$ cat src/rtl/core/esp_pkg.sv
`timescale 1ns / 1ps
`default_nettype none

package esp_pkg;

	localparam logic [31:0] TIME_MAX = 32'hFFFF_FFFF;

	localparam logic FUNC_TICK  = 1'b0;
	localparam logic FUNC_BIRTH = 1'b1;

	typedef struct packed {
		logic        func;
		logic [15:0] time_step;
		logic [23:0] life_span;
		logic [15:0] birth_age;
	} esp_req_t;

	typedef struct packed {
		logic        granted;
		logic [11:0] slot_index;
		logic [31:0] birth_time;
		logic [12:0] live_total;
		logic [31:0] drop_total;
	} esp_rsp_t;

	typedef enum logic [2:0] {
		ST_CLEAR,
		ST_IDLE,
		ST_TICK,
		ST_SCAN,
		ST_DRAIN,
		ST_BIRTH_RD,
		ST_BIRTH_WR,
		ST_DONE
	} esp_state_t;

	typedef struct packed {
		logic cap;
		logic clr_step;
		logic tick_zero;
		logic tick_start;
		logic scan_step;
		logic birth_rd;
		logic birth_wr;
		logic drop;
		logic rsp_load;
	} esp_cmd_t;

	typedef struct packed {
		logic clr_last;
		logic is_birth;
		logic size_zero;
		logic scan_last;
		logic birth_ok;
	} esp_sts_t;

	function automatic logic [31:0] sat_add(input logic [31:0] a, input logic [31:0] b);
		logic [32:0] s;
		s = {1'b0, a} + {1'b0, b};
		return s[32] ? TIME_MAX : s[31:0];
	endfunction

endpackage

`default_nettype wire

$ cat src/rtl/core/esp_ctrl.sv
`timescale 1ns / 1ps
`default_nettype none

module esp_ctrl
	import esp_pkg::*;
(
	input  wire logic     clk,
	input  wire logic     arst_n,
	input  wire logic     req_valid,
	output logic          req_stall,
	output logic          rsp_valid,
	input  wire logic     rsp_stall,
	output esp_cmd_t      cmd,
	input  wire esp_sts_t sts
);

	esp_state_t state_q, state_d;
	logic       rsp_valid_q;
	logic       rsp_free;

	assign rsp_free  = !rsp_valid_q || !rsp_stall;
	assign rsp_valid = rsp_valid_q;
	assign req_stall = (state_q != ST_IDLE);

	always_ff @(posedge clk or negedge arst_n) begin
		if (!arst_n) begin
			state_q     <= ST_CLEAR;
			rsp_valid_q <= 1'b0;
		end else begin
			state_q <= state_d;
			if (cmd.rsp_load)
				rsp_valid_q <= 1'b1;
			else if (!rsp_stall)
				rsp_valid_q <= 1'b0;
		end
	end

	always_comb begin
		state_d = state_q;
		cmd     = '0;
		unique case (state_q)
			ST_CLEAR: begin
				cmd.clr_step = 1'b1;
				if (sts.clr_last)
					state_d = ST_IDLE;
			end
			ST_IDLE: begin
				if (req_valid) begin
					cmd.cap = 1'b1;
					state_d = sts.is_birth ? ST_BIRTH_RD : ST_TICK;
				end
			end
			ST_TICK: begin
				if (sts.size_zero) begin
					cmd.tick_zero = 1'b1;
					state_d       = ST_DONE;
				end else begin
					cmd.tick_start = 1'b1;
					state_d        = ST_SCAN;
				end
			end
			ST_SCAN: begin
				cmd.scan_step = 1'b1;
				if (sts.scan_last)
					state_d = ST_DRAIN;
			end
			// last read beat is folded into the counts here
			ST_DRAIN: begin
				state_d = ST_DONE;
			end
			ST_BIRTH_RD: begin
				if (sts.birth_ok) begin
					cmd.birth_rd = 1'b1;
					state_d      = ST_BIRTH_WR;
				end else begin
					cmd.drop = 1'b1;
					state_d  = ST_DONE;
				end
			end
			ST_BIRTH_WR: begin
				cmd.birth_wr = 1'b1;
				state_d      = ST_DONE;
			end
			ST_DONE: begin
				if (rsp_free) begin
					cmd.rsp_load = 1'b1;
					state_d      = ST_IDLE;
				end
			end
			default: begin
				state_d = ST_IDLE;
			end
		endcase
	end

endmodule

`default_nettype wire

$ cat config.mk
export PLATFORM = sky130hd
export DESIGN_NAME = esp_ctrl
export DESIGN_NICKNAME = d
export VERILOG_FILES = /design/src/rtl/core/esp_pkg.sv /design/src/rtl/core/esp_ctrl.sv
export SDC_FILE = /design/constraint.sdc
export NUM_CORES = 1
export LEC_CHECK = 0
export BUFFER_PORTS_ARGS = -buffer_cell sky130_fd_sc_hd__buf_2
export CAP_MARGIN = 20
export CORE_AREA = 5 5 42 44
export DETAILED_ROUTE_END_ITERATION = 12
export DIE_AREA = 0 0 47 49
export PLACE_DENSITY_LB_ADDON = 0.05
export RECOVER_POWER = 50
export SLEW_MARGIN = 20
export SYNTH_ARGS = -nofsm -noshare
export SYNTH_HDL_FRONTEND = slang
export SYNTH_SLANG_ARGS = --single-unit
$ cat constraint.sdc
create_clock -name clk -period 1.4 [get_ports clk]
set_input_delay 0.14 -clock clk [delete_from_list [all_inputs] [get_ports clk]]
set_output_delay 0.14 -clock clk [all_outputs]
set_load 0.05 [all_outputs]
==> summary.txt <==
STA
  • Rel. slew slack: slightly above 80%
  • Fin crit period: 1.40 ns
  • Worst Max-Slew Pin Slew: 0.282 ns
  • Fin crit share: 100%
  • Worst Skew: 0.00147 ns
  • Final Hold Viols: 0
  • Fmax: 0.714 GHz
  • Max Slew Vio Count: 0
  • RSZ-0062 raised after global routing: true
  • Setup Viol. Count Final: 0

Detailed routing
  • Routed wl met3: 72 um
  • Number of vias per cell: 4.65
  • 1st-iter DRT viols: 0
  • Final wirelength: 1080 um
  • WL met2: roughly 560 um
  • Drt pass-1 iters: 1
  • Vias: 391
  • Final antenna-violating net count: 0
  • M1 WL: 432 um
  • WL/cell: 12.9 um
  • Highest metal used: met4
  • DRC viols: 0

Worst setup path
  • Reg2Reg Depth: 5
  • Crit-path max FO: 4
  • Worst setup SP type: flip-flop
  • Worst reg2reg setup slack: 0.10 ns
  • WP data arrival: 1.26 ns
  • Worst EP required: 1.26 ns
  • R2r endpoint: state_q[0]
  • Reg2reg start: state_q[1]
  • Critical path capture point type: primary output
  • Worst Path Class, Setup: reg -> out

GRT
  • First-pass GRT wire length: around 1500 um
  • Total global routing overflow: 0
  • Largest net degree at the start of global routing: 11
  • Number of global-route vias before repair: 360
  • GRT Total Usage: 8.62%
  • Antenna violations before repair: 0

Floorplan
  • Rows: 14
  • Die width: between 40 and 50 um
  • Starting Density: 24.3%
  • I/O pins: 20
  • Core Area: approximately 1400 sq um
  • Die area: approximately 2300 sq um
  • Die Height: a little under 50 um

Clocking
  • Maximum buffer depth of the clock tree: 2
  • CTS buffer count: 3
  • CTS tree: done
  • CTS root buffer: clkbuf_4
  • Clock sink count: 4
  • Clk slew on worst S/H paths: about 0.030 ns
  • H-tree levels: 1
  • Worst-Skew Late Latency: 0.23 ns

Synth
  • Syn nets: 46
  • Number of synthesized flops with an enable pin: 0
  • Asr flop ratio synth: 100%
  • Yosys cell types: 26
  • Synth Register Bits: 4
  • Ys flop type: dfrtp_1
  • Yosys warning count: 0
  • Seq/Total Area, Yosys: between 20% and 30%
  • Cell count after synthesis: 37
  • Synth Cell Area: ~340 sq um
  • Mean Syn Cell Area: 9.20 sq um

Hold path
  • Hold depth: 3
  • Hold crit path type: in -> reg
  • Worst Hold End: state_q[0]
  • Hold Crit Start: sts[4]

Place
  • GP Congestion: 0.669
  • Placed wire-length estimate: 804 um
  • Buffers on Ports: 19

Cells and area
  • Fill cells: 146
  • Most frequent cells in the layout: buf_6 (10), buf_2 (8), buf_4 (8), nand2_1 (5)
  • Layout Nets: 79
  • Layout cell share with drive strength beyond 1: 69.1%
  • Area growth, synth to finish: 98.2%
  • Final core occ: 48.1%
  • Most common cell after layout, fill and taps aside: buf_6
  • Ant diodes: 0

Power
  • Pwr dens: roughly 2600 nW/um^2
  • VDD IR max: between 0.9 and 1 mV
  • P_leak: 0.320 nW
  • Total power: about 1.7 mW

Job
  • Max Cap Violations: 0

Status
  • Status: finished, final reports clean
==> flip-flops by register name (all words and copies together), names as in the netlist <==
name and count:
rsp_valid 1, state_q 3
==> how the worst max path moves through the flow <==
stage / cells after the start / startpoint / slack, ns / endpoint
2_1_floorplan: 2 / state_q[0] / -0.03 / cmd[5]
3_3_place_gp: 4 / state_q[1] / 0.1 / state_q[2]
5_1_grt: 3 / state_q[2] / -0.03 / cmd[6]
3_5_place_dp: 4 / state_q[1] / 0.05 / state_q[2]
6_report: 3 / state_q[2] / 0.0004 / cmd[6]
4_1_cts: 2 / state_q[0] / 0.008 / cmd[5]
==> critical path: stages, from the launching register on <==
cell	delay [ns]
dfrtp_2	0.41
buf_4	0.16
and4bb_2	0.30
buf_6	0.16
==> what timing repair did <==
item                                    CTS  global route
gates resized for setup                  14            21
gates cloned                              0             0
pin swaps                                 0             2
hold endpoints to repair                  4             0
endpoints found under the setup margin   10             6
hold buffers                              1             0
buffers inserted                          0             6
==> power breakdown <==
group / switching, mW / internal, mW / leakage (nW) / total [mW]
registers: 0.0696 / 0.183 / 0.0424 / 0.252
logic: 0.745 / 0.608 / 0.264 / 1.35
clock network: 0.0408 / 0.0954 / 0.0138 / 0.136
==> per-layer routing <==
metal / track usage, % / up-vias
met2: 13.8 / 12
met4: 5.53 / 0
li1: - / 199
met1: 10.0 / 178
met3: 1.48 / 2
met5: 0 / -
==> kinds of logic after synthesis <==
logic type / Yosys count / share of synthesized area [%]
AND/OR/NAND/NOR: 21 / 43.7
AO/OA/AOI/OAI: 7 / 15.8
flip-flops: 4 / 29.4
buffers and inverters: 4 / 8.09
multiplexers: 1 / 2.94
==> cell usage after synthesis, types with 2 or more instances <==
cell	instances	area (sq um)
nand2_1	5	18.8
dfrtp_1	4	100
and4bb_2	2	25.0
nor2_1	3	11.3
a21oi_1	2	10.0
==> layout make-up <==
type / instances / area (sq um) / share of cell area, %
clock buffers: 3 / 22.5 / 3.34
well taps: 16 / 20.0 / 2.97
flip-flops and latches: 4 / 104 / 15.4
repair buffers: 31 / 267 / 39.5
inverters: 1 / 3.75 / 0.557
multi-input cells: 29 / 258 / 38.2
==> per-stage QoR <==
stage          worst slack, ns  cells  setup TNS [ns]  hold slack (ns)  cell area (sq um)
2_1_floorplan          -0.0333     37         -0.0362           -0.156                374
3_3_place_gp            0.0990     74               0          -0.0537                503
3_5_place_dp            0.0536     74               0          -0.0508                503
4_1_cts                0.00818     78               0            0.130                571
5_1_grt                -0.0346     84         -0.0897            0.146                674
6_report              0.000354     84               0            0.137                674
Note: power is estimated with default switching activity, not from simulation.
